**src/sv/ttdos_pkg.sv**
```systemverilog
package ttdos_pkg;

  // Operation carried by one input transfer.
  typedef enum logic [1:0] {
    OP_SAMPLE = 2'd0,
    OP_POLL   = 2'd1,
    OP_ORDER  = 2'd2,
    OP_CLEAR  = 2'd3
  } op_t;

  // Motor command returned with each result.
  typedef enum logic [2:0] {
    CMD_KEEP     = 3'd0,
    CMD_STOP     = 3'd1,
    CMD_FORWARD  = 3'd2,
    CMD_BACKWARD = 3'd3,
    CMD_TURN_POS = 3'd4,
    CMD_TURN_NEG = 3'd5
  } cmd_t;

  // Event code returned with each result.
  typedef enum logic [1:0] {
    EV_NONE     = 2'd0,
    EV_ACCEPTED = 2'd1,
    EV_REPORT   = 2'd2,
    EV_CLEARED  = 2'd3
  } ev_t;

  // Configuration register indexes.
  typedef enum logic [2:0] {
    CFG_LEFT_HIGH  = 3'd0,
    CFG_LEFT_LOW   = 3'd1,
    CFG_RIGHT_HIGH = 3'd2,
    CFG_RIGHT_LOW  = 3'd3,
    CFG_PULSE_STEP = 3'd4,
    CFG_FAST_AFTER = 3'd5,
    CFG_SLOW_SPEED = 3'd6,
    CFG_FAST_SPEED = 3'd7
  } cfg_idx_t;

  // Sequencer phase flags.
  typedef struct packed {
    logic run;
    logic drive;
    logic turn;
  } phase_t;

  localparam int TRAVEL_BITS_DEF = 24;

  localparam logic [12:0] LEFT_HIGH_RST  = 13'd1900;
  localparam logic [12:0] LEFT_LOW_RST   = 13'd1700;
  localparam logic [12:0] RIGHT_HIGH_RST = 13'd2550;
  localparam logic [12:0] RIGHT_LOW_RST  = 13'd2000;
  localparam logic [9:0]  PULSE_STEP_RST = 10'd139;
  localparam logic [9:0]  FAST_AFTER_RST = 10'd20;
  localparam logic [6:0]  SLOW_SPEED_RST = 7'd4;
  localparam logic [6:0]  FAST_SPEED_RST = 7'd10;

  localparam logic [6:0]  TURN_SPEED     = 7'd7;
  localparam logic [12:0] SAMPLE_OFFSET  = 13'd2;

  // floor(x / 24) == (x * 2731) >> 16 for every x up to 255 * 5.
  localparam logic [11:0] DIV24_RECIP = 12'd2731;

  // Whole turn steps of 4.8 degrees in a turn magnitude: floor(mag * 5 / 24).
  function automatic logic [5:0] turn_steps(input logic [7:0] mag);
    logic [10:0] mag5;
    logic [22:0] prod;
    mag5 = {1'b0, mag, 2'b00} + 11'(mag);
    prod = 23'(mag5) * 23'(DIV24_RECIP);
    return prod[21:16];
  endfunction

endpackage

```
**src/sv/turn_then_drive_odometry_sequencer_unit.sv**
```systemverilog
// Turn-then-drive odometry sequencer. Each input transfer is a sample pair
// from the two wheel sensors, a poll tick, a new order or a clear, and every
// input transfer yields exactly one result transfer carrying a motor command,
// a speed, the current heading and an event code (with the finished order's
// id, turn and distance when the event is a report). Wheel travel is kept in
// hundredths of a unit and saturates at 2**TRAVEL_BITS - 1. The block takes
// one item per clock cycle while out_ready does not stall the result register;
// each item is registered in the input register and then passes
// through the single compute stage into the result register, which also holds
// all sequencer state. The input side keeps accepting while a result waits, as
// long as the result register can move on in the same cycle. Configuration
// registers are written through the plain write port and must only be changed
// while no item is in flight; they take effect on the next item computed.
module turn_then_drive_odometry_sequencer_unit #(
  parameter int TRAVEL_BITS = ttdos_pkg::TRAVEL_BITS_DEF
) (
  input  logic               clk,
  input  logic               rst_n,
  // Input channel
  input  logic               in_valid,
  output logic               in_ready,
  input  logic [1:0]         in_op,
  input  logic [11:0]        in_adc_left,
  input  logic [11:0]        in_adc_right,
  input  logic [15:0]        in_order_id,
  input  logic signed [8:0]  in_turn_degree,
  input  logic signed [15:0] in_drive_distance,
  // Result channel
  output logic               out_valid,
  input  logic               out_ready,
  output logic [2:0]         out_motor_cmd,
  output logic [6:0]         out_motor_speed,
  output logic signed [8:0]  out_heading,
  output logic [1:0]         out_event_res,
  output logic [15:0]        out_report_order_id,
  output logic signed [8:0]  out_report_degree,
  output logic signed [15:0] out_report_distance,
  // Configuration port
  input  logic               cfg_wr_en,
  input  logic [2:0]         cfg_index,
  input  logic [12:0]        cfg_data
);

  // The mean-travel compares work on the sum of both wheels, which needs one
  // bit more than a single wheel and must also hold goal * 200.
  localparam int SUM_W = (TRAVEL_BITS + 1 > 24) ? TRAVEL_BITS + 1 : 24;

  // Configuration registers.
  logic [12:0] left_high_r, left_low_r, right_high_r, right_low_r;
  logic [9:0]  pulse_step_r, fast_after_r;
  logic [6:0]  slow_speed_r, fast_speed_r;

  always_ff @(posedge clk) begin
    if (!rst_n) begin
      left_high_r  <= ttdos_pkg::LEFT_HIGH_RST;
      left_low_r   <= ttdos_pkg::LEFT_LOW_RST;
      right_high_r <= ttdos_pkg::RIGHT_HIGH_RST;
      right_low_r  <= ttdos_pkg::RIGHT_LOW_RST;
      pulse_step_r <= ttdos_pkg::PULSE_STEP_RST;
      fast_after_r <= ttdos_pkg::FAST_AFTER_RST;
      slow_speed_r <= ttdos_pkg::SLOW_SPEED_RST;
      fast_speed_r <= ttdos_pkg::FAST_SPEED_RST;
    end else if (cfg_wr_en) begin
      case (ttdos_pkg::cfg_idx_t'(cfg_index))
        ttdos_pkg::CFG_LEFT_HIGH:  left_high_r  <= cfg_data;
        ttdos_pkg::CFG_LEFT_LOW:   left_low_r   <= cfg_data;
        ttdos_pkg::CFG_RIGHT_HIGH: right_high_r <= cfg_data;
        ttdos_pkg::CFG_RIGHT_LOW:  right_low_r  <= cfg_data;
        ttdos_pkg::CFG_PULSE_STEP: pulse_step_r <= cfg_data[9:0];
        ttdos_pkg::CFG_FAST_AFTER: fast_after_r <= cfg_data[9:0];
        ttdos_pkg::CFG_SLOW_SPEED: slow_speed_r <= cfg_data[6:0];
        ttdos_pkg::CFG_FAST_SPEED: fast_speed_r <= cfg_data[6:0];
        default: ;
      endcase
    end
  end

  // ---------------------------------------------------------------------
  // Input register. It refills in the same cycle as its item moves on to
  // the compute stage, so the pipe sustains one transfer per cycle while out_ready allows.
  // ---------------------------------------------------------------------
  logic                in_vld_r;
  ttdos_pkg::op_t      in_op_r;
  logic [11:0]         in_left_r, in_right_r;
  logic [15:0]         in_id_r;
  logic signed [8:0]   in_turn_r;
  logic signed [15:0]  in_dist_r;
  logic                advance;

  assign advance  = in_vld_r && (!out_valid || out_ready);
  assign in_ready = !in_vld_r || advance;

  always_ff @(posedge clk) begin
    if (!rst_n) begin
      in_vld_r <= 1'b0;
    end else if (in_ready) begin
      in_vld_r <= in_valid;
    end
  end

  always_ff @(posedge clk) begin
    if (in_valid && in_ready) begin
      in_op_r    <= ttdos_pkg::op_t'(in_op);
      in_left_r  <= in_adc_left;
      in_right_r <= in_adc_right;
      in_id_r    <= in_order_id;
      in_turn_r  <= in_turn_degree;
      in_dist_r  <= in_drive_distance;
    end
  end

  // ---------------------------------------------------------------------
  // Sequencer state.
  // ---------------------------------------------------------------------
  logic signed [8:0]       heading_r, heading_nxt;
  logic [15:0]             saved_id_r, saved_id_nxt;
  logic signed [8:0]       saved_turn_r, saved_turn_nxt;
  logic signed [15:0]      saved_dist_r, saved_dist_nxt;
  // Whole 4.8-degree steps of the current turn, worked out when the order
  // arrives so that a poll tick only needs a constant scale and a compare.
  logic [5:0]              steps_r, steps_nxt;
  logic [15:0]             goal_r, goal_nxt;
  logic [TRAVEL_BITS-1:0]  left_trav_r, left_trav_nxt;
  logic [TRAVEL_BITS-1:0]  right_trav_r, right_trav_nxt;
  logic                    left_pulse_r, left_pulse_nxt;
  logic                    right_pulse_r, right_pulse_nxt;
  ttdos_pkg::phase_t       phase_r, phase_nxt;
  logic                    pending_r, pending_nxt;

  // Result register.
  logic                    out_valid_r;
  ttdos_pkg::cmd_t         cmd_r, cmd_nxt;
  logic [6:0]              speed_r, speed_nxt;
  ttdos_pkg::ev_t          ev_r, ev_nxt;
  logic [15:0]             rep_id_r;
  logic signed [8:0]       rep_turn_r;
  logic signed [15:0]      rep_dist_r;

  // Sensor samples with the fixed offset of two.
  logic [12:0]             left_v, right_v;
  logic [TRAVEL_BITS:0]    left_add, right_add;
  logic [TRAVEL_BITS-1:0]  left_sat, right_sat;

  assign left_v  = 13'(in_left_r) + ttdos_pkg::SAMPLE_OFFSET;
  assign right_v = 13'(in_right_r) + ttdos_pkg::SAMPLE_OFFSET;

  // Saturating travel increments.
  assign left_add  = {1'b0, left_trav_r} + (TRAVEL_BITS + 1)'(pulse_step_r);
  assign right_add = {1'b0, right_trav_r} + (TRAVEL_BITS + 1)'(pulse_step_r);
  assign left_sat  = left_add[TRAVEL_BITS] ? '1 : left_add[TRAVEL_BITS-1:0];
  assign right_sat = right_add[TRAVEL_BITS] ? '1 : right_add[TRAVEL_BITS-1:0];

  // Poll tick compares.
  logic [TRAVEL_BITS-1:0]  turn_limit;
  logic [SUM_W-1:0]        trav_sum, fast_limit, goal_limit;
  logic                    turn_done, past_fast, at_goal;

  assign turn_limit = TRAVEL_BITS'(steps_r) * TRAVEL_BITS'(100);
  assign turn_done  = right_trav_r > turn_limit;
  assign trav_sum   = SUM_W'(left_trav_r) + SUM_W'(right_trav_r);
  assign fast_limit = SUM_W'(fast_after_r) * SUM_W'(200);
  assign goal_limit = SUM_W'(goal_r) * SUM_W'(200);
  assign past_fast  = trav_sum > fast_limit;
  assign at_goal    = trav_sum >= goal_limit;

  // New order: heading wrap and turn magnitude.
  logic signed [10:0]      head_sum;
  logic [8:0]              turn_abs;
  logic [7:0]              turn_mag;

  assign head_sum = 11'(heading_r) + 11'(in_turn_r);
  assign turn_abs = in_turn_r[8] ? 9'(-in_turn_r) : 9'(in_turn_r);
  assign turn_mag = turn_abs[8] ? 8'hFF : turn_abs[7:0];

  always_comb begin
    heading_nxt     = heading_r;
    saved_id_nxt    = saved_id_r;
    saved_turn_nxt  = saved_turn_r;
    saved_dist_nxt  = saved_dist_r;
    steps_nxt       = steps_r;
    goal_nxt        = goal_r;
    left_trav_nxt   = left_trav_r;
    right_trav_nxt  = right_trav_r;
    left_pulse_nxt  = left_pulse_r;
    right_pulse_nxt = right_pulse_r;
    phase_nxt       = phase_r;
    pending_nxt     = pending_r;
    cmd_nxt         = ttdos_pkg::CMD_KEEP;
    speed_nxt       = '0;
    ev_nxt          = ttdos_pkg::EV_NONE;

    case (in_op_r)
      ttdos_pkg::OP_SAMPLE: begin
        // Hysteresis detectors; the high test is made first.
        if (left_v > left_high_r) begin
          if (!left_pulse_r) begin
            left_pulse_nxt = 1'b1;
            left_trav_nxt  = left_sat;
          end
        end else if (left_v < left_low_r) begin
          left_pulse_nxt = 1'b0;
        end
        if (right_v > right_high_r) begin
          if (!right_pulse_r) begin
            right_pulse_nxt = 1'b1;
            right_trav_nxt  = right_sat;
          end
        end else if (right_v < right_low_r) begin
          right_pulse_nxt = 1'b0;
        end
      end

      ttdos_pkg::OP_POLL: begin
        if (phase_r.turn) begin
          if (steps_r != '0) begin
            if (turn_done) begin
              goal_nxt       = '0;
              phase_nxt      = '{run: 1'b0, drive: 1'b1, turn: 1'b0};
              cmd_nxt        = ttdos_pkg::CMD_STOP;
              left_trav_nxt  = '0;
              right_trav_nxt = '0;
            end
          end else begin
            // A turn of under one step is dropped without a command.
            phase_nxt.turn  = 1'b0;
            phase_nxt.drive = 1'b1;
          end
        end else if (phase_r.drive) begin
          if (!phase_r.run) begin
            if (!saved_dist_r[15]) begin
              cmd_nxt  = ttdos_pkg::CMD_FORWARD;
              goal_nxt = saved_dist_r;
            end else begin
              cmd_nxt  = ttdos_pkg::CMD_BACKWARD;
              goal_nxt = 16'(-saved_dist_r);
            end
            speed_nxt     = slow_speed_r;
            phase_nxt.run = 1'b1;
          end else begin
            if (past_fast) begin
              if (!saved_dist_r[15] && saved_dist_r != '0) begin
                cmd_nxt   = ttdos_pkg::CMD_FORWARD;
                speed_nxt = fast_speed_r;
              end else if (saved_dist_r[15]) begin
                cmd_nxt   = ttdos_pkg::CMD_BACKWARD;
                speed_nxt = fast_speed_r;
              end
            end
            // Reaching the goal wins over the speed change.
            if (at_goal) begin
              cmd_nxt        = ttdos_pkg::CMD_STOP;
              speed_nxt      = '0;
              phase_nxt      = '0;
              left_trav_nxt  = '0;
              right_trav_nxt = '0;
            end
          end
        end else if (pending_r) begin
          phase_nxt.run = 1'b0;
          ev_nxt        = ttdos_pkg::EV_REPORT;
          pending_nxt   = 1'b0;
        end
      end

      ttdos_pkg::OP_ORDER: begin
        saved_id_nxt   = in_id_r;
        saved_dist_nxt = in_dist_r;
        saved_turn_nxt = in_turn_r;
        if (head_sum < -11'sd180) begin
          heading_nxt = 9'(head_sum + 11'sd360);
        end else if (head_sum > 11'sd180) begin
          heading_nxt = 9'(head_sum - 11'sd360);
        end else begin
          heading_nxt = 9'(head_sum);
        end
        phase_nxt.run = 1'b0;
        if (in_turn_r != '0) begin
          phase_nxt.turn = 1'b1;
          steps_nxt      = ttdos_pkg::turn_steps(turn_mag);
          cmd_nxt        = in_turn_r[8] ? ttdos_pkg::CMD_TURN_NEG : ttdos_pkg::CMD_TURN_POS;
          speed_nxt      = ttdos_pkg::TURN_SPEED;
          left_trav_nxt  = '0;
          right_trav_nxt = '0;
        end else begin
          phase_nxt.drive = 1'b1;
        end
        pending_nxt = 1'b1;
        ev_nxt      = ttdos_pkg::EV_ACCEPTED;
      end

      ttdos_pkg::OP_CLEAR: begin
        goal_nxt       = '0;
        steps_nxt      = '0;
        phase_nxt      = '0;
        pending_nxt    = 1'b0;
        left_trav_nxt  = '0;
        right_trav_nxt = '0;
        cmd_nxt        = ttdos_pkg::CMD_STOP;
        ev_nxt         = ttdos_pkg::EV_CLEARED;
      end

      default: ;
    endcase
  end

  always_ff @(posedge clk) begin
    if (!rst_n) begin
      heading_r     <= '0;
      saved_id_r    <= '0;
      saved_turn_r  <= '0;
      saved_dist_r  <= '0;
      steps_r       <= '0;
      goal_r        <= '0;
      left_trav_r   <= '0;
      right_trav_r  <= '0;
      left_pulse_r  <= 1'b0;
      right_pulse_r <= 1'b0;
      phase_r       <= '0;
      pending_r     <= 1'b0;
    end else if (advance) begin
      heading_r     <= heading_nxt;
      saved_id_r    <= saved_id_nxt;
      saved_turn_r  <= saved_turn_nxt;
      saved_dist_r  <= saved_dist_nxt;
      steps_r       <= steps_nxt;
      goal_r        <= goal_nxt;
      left_trav_r   <= left_trav_nxt;
      right_trav_r  <= right_trav_nxt;
      left_pulse_r  <= left_pulse_nxt;
      right_pulse_r <= right_pulse_nxt;
      phase_r       <= phase_nxt;
      pending_r     <= pending_nxt;
    end
  end

  // Result register.
  always_ff @(posedge clk) begin
    if (!rst_n) begin
      out_valid_r <= 1'b0;
    end else if (advance) begin
      out_valid_r <= 1'b1;
    end else if (out_ready) begin
      out_valid_r <= 1'b0;
    end
  end

  always_ff @(posedge clk) begin
    if (advance) begin
      cmd_r   <= cmd_nxt;
      speed_r <= speed_nxt;
      ev_r    <= ev_nxt;
      if (ev_nxt == ttdos_pkg::EV_REPORT) begin
        rep_id_r   <= saved_id_r;
        rep_turn_r <= saved_turn_r;
        rep_dist_r <= saved_dist_r;
      end else begin
        rep_id_r   <= '0;
        rep_turn_r <= '0;
        rep_dist_r <= '0;
      end
    end
  end

  assign out_valid           = out_valid_r;
  assign out_motor_cmd       = cmd_r;
  assign out_motor_speed     = speed_r;
  assign out_heading         = heading_r;
  assign out_event_res       = ev_r;
  assign out_report_order_id = rep_id_r;
  assign out_report_degree   = rep_turn_r;
  assign out_report_distance = rep_dist_r;

  // Assertions.
  a_run_needs_drive: assert property (@(posedge clk) disable iff (!rst_n)
    phase_r.run |-> phase_r.drive)
    else $error("run flag set without drive flag");

  a_no_turn_while_run: assert property (@(posedge clk) disable iff (!rst_n)
    !(phase_r.turn && phase_r.run))
    else $error("turn and run flags set together");

  a_heading_range: assert property (@(posedge clk) disable iff (!rst_n)
    (heading_r >= -9'sd180) && (heading_r <= 9'sd180))
    else $error("heading outside -180..180");

  a_report_fields_zero: assert property (@(posedge clk) disable iff (!rst_n)
    (out_valid_r && ev_r != ttdos_pkg::EV_REPORT) |->
      (rep_id_r == '0 && rep_turn_r == '0 && rep_dist_r == '0))
    else $error("report fields nonzero without report event");

endmodule

```
**config.mk**
```make
export PLATFORM = sky130hd
export DESIGN_NAME = turn_then_drive_odometry_sequencer_unit
export DESIGN_NICKNAME = d
export VERILOG_FILES = /design/src/sv/ttdos_pkg.sv /design/src/sv/turn_then_drive_odometry_sequencer_unit.sv
export SDC_FILE = /design/constraint.sdc
export NUM_CORES = 1
export LEC_CHECK = 0
export ABC_AREA = 1
export BUFFER_PORTS_ARGS = -buffer_cell sky130_fd_sc_hd__buf_2
export CAP_MARGIN = 10
export CORE_ASPECT_RATIO = 1.5
export CORE_UTILIZATION = 28
export CTS_BUF_LIST = sky130_fd_sc_hd__clkbuf_4
export DETAILED_ROUTE_END_ITERATION = 10
export SLEW_MARGIN = 25
export SYNTH_ARGS = -nofsm -noshare
export SYNTH_HDL_FRONTEND = slang
export SYNTH_SLANG_ARGS = --single-unit
```
**constraint.sdc**
```tcl
create_clock -name clk -period 10.31 [get_ports clk]
set_clock_uncertainty 0.05 [all_clocks]
set_input_delay 1.031 -clock clk [delete_from_list [all_inputs] [get_ports clk]]
set_output_delay 1.031 -clock clk [all_outputs]
set_load 0.1 [all_outputs]
```
[Word-level counts from Yosys, hierarchy flattened]
Index checks and enable logic that the tools add are counted.
Storage, ports and cells
  output and inout bits: 64
  input port bits: 88
  bits in registers: 334
Cells by class
  muxes and demuxes: 76
  eq/ne operators: 27
  reductions and logical operators: 38
  $add $sub $neg: 11
  order comparisons: 9
  multiply operators: 4
Operators by type and width (number)
  two-way mux 24 bit: 13
  one-hot mux 24 bit (4 select lines): 2
  two-way mux 16 bit: 6
  adder 24 x 10 -> 25 bit: 2
  two-way mux 7 bit: 7
  one-hot mux 16 bit (2 select lines): 1
  two-way mux 3 bit: 9
  two-way mux 9 bit: 3
  adder 12 x 2 -> 13 bit (second input constant): 2
  > comparator 13 bit: 2
  < comparator 13 bit: 2
  adder 24 x 24 -> 25 bit: 1
  >= comparator 25 x 24 -> 1 bit: 1
  > comparator 25 x 18 -> 1 bit: 1
  > comparator 24 x 13 -> 1 bit: 1
  multiplier 11 x 12 -> 22 bit (second input constant): 1
  multiplier 16 x 5 -> 21 bit (second input constant): 1
  two-way mux 1 bit: 18
  two-way mux 2 bit: 9
  != test 3 bit (second input constant): 6
  one-hot mux 3 bit (3 select lines): 2
  AND reduction 2 bit: 9
  AND reduction 9 bit: 2
  != test 2 bit (second input constant): 8
  36 further kinds: 56

[Longest topological paths before layout]
  word-level depth: 9
  mapped depth: 36
  mapped depth without buffers: 36

[Least setup slack after synthesis]
OpenSTA, ideal clock, no wires.
  path type: register to register
  start: register in_turn_r[1]
  end: register steps_r[5]
  path buffers: 0
  setup slack: 3.752 ns
  arrival: 6.374 ns
  cell stages (with the launch flop): 36
  cells stage by stage: edfxtp_1 inv_1 ha_1 inv_1 nor3_2 nand4_1 nand2_1 ha_1 inv_1 fa_1 o21ai_0 nand2_1 nand2_1 nand2_1 nand2_1 xnor2_1 inv_1 ha_1 inv_1 fa_1 inv_1 fa_1 inv_1 fa_1 fa_1 inv_1 ha_1 nand2_1 a21oi_1 a211oi_1 o21ai_0 a21oi_1 o21ai_1 a21o_1 nand3_1 a21oi_1
Between the ends
  longest elaborated chain between the ends: 7
  elaborated cells between the ends (all ways): 10
  classes of those cells: add/sub: 2; mul: 1; eq/ne: 1; mux: 4; reduce/logical: 2
RTL lines
  start, declared: line turn_then_drive_odometry_sequencer_unit.sv:86  | logic signed [8:0] in_turn_r;
  start signal, assigned: line turn_then_drive_odometry_sequencer_unit.sv:107  | in_turn_r <= in_turn_degree;
  negator 9 bit: line turn_then_drive_odometry_sequencer_unit.sv:172  | assign turn_abs = in_turn_r[8] ? 9'(-in_turn_r) : 9'(in_turn_r);
  two-way mux 9 bit: line turn_then_drive_odometry_sequencer_unit.sv:172
  two-way mux 8 bit: line turn_then_drive_odometry_sequencer_unit.sv:173  | assign turn_mag = turn_abs[8] ? 8'hFF : turn_abs[7:0];
  adder 10 x 8 -> 11 bit: line ttdos_pkg.sv:69  | mag5 = {1'b0, mag, 2'b00} + 11'(mag);
  multiplier 11 x 12 -> 22 bit: line ttdos_pkg.sv:70  | prod = 23'(mag5) * 23'(DIV24_RECIP);
  two-way mux 6 bit: line turn_then_drive_odometry_sequencer_unit.sv:277  | if (in_turn_r != '0) begin
  one-hot mux 6 bit (2 select lines): line turn_then_drive_odometry_sequencer_unit.sv:192  | case (in_op_r)
  end signal, assigned: line turn_then_drive_odometry_sequencer_unit.sv:325  | steps_r <= steps_nxt;
  end, declared: line turn_then_drive_odometry_sequencer_unit.sv:121  | logic [5:0] steps_r, steps_nxt;
Parallel ways exist; a longest one is shown, timed or not. The select of a mux whose other input is x is not followed.
A chain may end at the register's enable or synchronous reset.

[Final worst setup path]
Ends and elaborated chain as after synthesis.

==> results.toml <==
[route]
routed_wirelength_mm = 70.2
ant_nets = 0
post_drt_wl_per_cell_microns = 15.2
routed_via_density = 4.69
drtPass1Iterations = 5
num_vias = 21706
drt_iter0_drc = 1049
route.detailed.drc = 0

[cts]
postCtsSetupRepairBufs = 0
cts_buffers = 83
clkTransAtPathRegs_ns = 0.07
cts_tree = "built"
cts.sinks = 334
cts.repair.resized = 0
htree_levels = 3
insertion_delay_ns = 0.91
cts.hold.buffers_added = 0
clockBufferDepth = 3
cts-root-buf = "clkbuf_4"

[place]
placedCellCount = 4468
portBuffers = 151
gp_congestion = 0.973
hpwl_mm = 54.2

[grt]
grt_use_total_pct = 15.6
grt_max_degree = 91
grt_pass1_vias = 21673
grt_antenna_before_repair = 3
overflow = 0
grt_pass1_wl_mm = 111

[setup_path]
cp_common_cell = "inv_1"
end_kind = "flop"
rrSetupSlack_ns = 3.02
slowest_stage = "fa_1"
crit_arrival_ns = 8.01
r2r_cells = 35
critPathRequiredTime_ns = 11.03
slowest_delay_ns = 0.53
start_kind = "flop"
worstPathMaxFanout = 8
timing_worst_setup_path_type = "reg -> reg"

[sta]
drv_slew = 0
worst_slew_pin_slew_ns = 0.978
finalCriticalPeriod_ns = 7.29
whs_ns = 0.233
slew_headroom_pct = 34.6
hold_violations = 0
max_freq_mhz = 137
rsz0062_at_grt = "no"
setup_tns_ns = 0
min_period_over_period_pct = 70.7
setup_viol = 0

[power]
total_power_w = 0.00684
p_leak_nw = 13.7
ir_drop_mv = 0.378
power.density_nw_per_um2 = 245

[floorplanning]
die_y_microns = 367
coreArea_sq_um = 87900
io_pins = 152
initial_utilization_pct = 28.4
die_area_sq_um = 90300
die_w_microns = 246
row_count = 133

[final_layout]
area_growth_pct = 12.0
drive_above_1_share_pct = 9.91
fin_nets = 3895
fin_cells = 4625
top_regs = "left_trav_r (24), right_trav_r (24)"

[logic_synthesis]
synth-edff-count = 120
synth.top_cell.area_share_pct = 17.4
synth_top_area_cell = "ha_1"
syn_area_sq_um = 24900
syn_avg_cell_area_sq_um = 7.70
synthArstFlopShare_pct = 0
synthFlopType = "dfxtp_1"
postSynthCellCount = 3238
ys_top_cells_by_count = "nand2_1 (588), inv_1 (528), ha_1 (347)"
synthMostInstantiatedCell = "nand2_1"
yosys-top-cells-area = "ha_1 (17%), dfxtp_1 (17%), edfxtp_1 (14%)"
yosysSeqAreaShare_pct = 31.6
synth_cell_type_count = 58
syn-num-nets = 3727
ys_warn_count = 0
synth-seq-cells = 334

[run_status]
outcome = "completed"

[hold_path]
hp-class = "in -> reg"
hold_depth = 1

[job]
maxCapViolCount = 0
==> cell type report <==
| cell class | instances | area, sq um |
|---|---|---|
| flip-flops and latches | 334 | 7890 |
| clock inverters | 31 | 146 |
| fillers | 9585 | 59900 |
| well taps | 1147 | 1440 |
| multi-input cells | 2281 | 14700 |
| diodes | 8 | 20.0 |
| inverters | 542 | 2030 |
| repair buffers | 164 | 856 |
| clock buffers | 118 | 886 |
==> worst max-delay path: cells and delay by family (launching register included) <==
family / cells / cell delay (ns)
adders and majority gates: 9 / 3.49
buffers and inverters: 8 / 0.58
AOI/OAI and AO/OA: 8 / 1.21
xor gates and xnor gates: 1 / 0.12
and+or+nand+nor: 9 / 1.33
DFF: 1 / 0.39
==> placed cells by master (no fill, tap or decap), types with 118 or more instances in the layout <==
cell / instances
nand2_1: 588
inv_1: 525
ha_1: 347
nor2_1: 314
a21oi_1: 251
dfxtp_1: 214
o21ai_0: 205
buf_2: 150
nand3_1: 141
edfxtp_1: 120
clkbuf_4: 118
==> metrics by stage <==
stage / util (%) / cell area [sq um] / setup slack, ns
3_3_place_gp: 30.6 / 26900 / 3.04
2_1_floorplan: - / 24900 / 3.75
3_5_place_dp: 30.6 / 26900 / 2.97
6_report: 31.8 / 27900 / 3.02
4_1_cts: 31.8 / 27900 / 2.98
5_1_grt: 31.8 / 27900 / 2.49
==> layer usage <==
layer | up-vias | part of all wire (%) | track usage (%)
li1 | 11082 | - | -
met1 | 10052 | 38 | 16.1
met2 | 421 | 54 | 29.9
met3 | 151 | 3.6 | 2.32
met4 | 0 | 4.2 | 7.94
met5 | - | 0 | 0
==> worst paths after layout <==
check	startpoint	end
setup / recovery	in_turn_r[1]	steps_r[5]
hold / removal	in_drive_distance[7]	in_dist_r[7]
setup reg to reg	in_turn_r[1]	steps_r[5]
hold reg to reg	saved_turn_r[3]	saved_turn_r[3]
==> cell families (layout without fill, tap and decap cells) <==
family | count (synthesis) | count (layout) | synth area share, %
compound gates | 588 | 588 | 13.1
other cells | 0 | 8 | 0
flops | 334 | 334 | 31.6
xor+xnor | 105 | 105 | 3.75
buf+inv | 623 | 855 | 9.55
fa+ha+maj | 401 | 401 | 21.8
simple gates | 1187 | 1187 | 20.2
==> where the power goes <==
group	switching, W	internal [W]	leakage [nW]
combinational	0.00273	0.00149	10.2
sequential	0.0000641	0.00144	2.92
clock	0.000591	0.000534	0.617
total	0.00338	0.00346	13.7
Note: power is estimated with default switching activity, not from simulation.
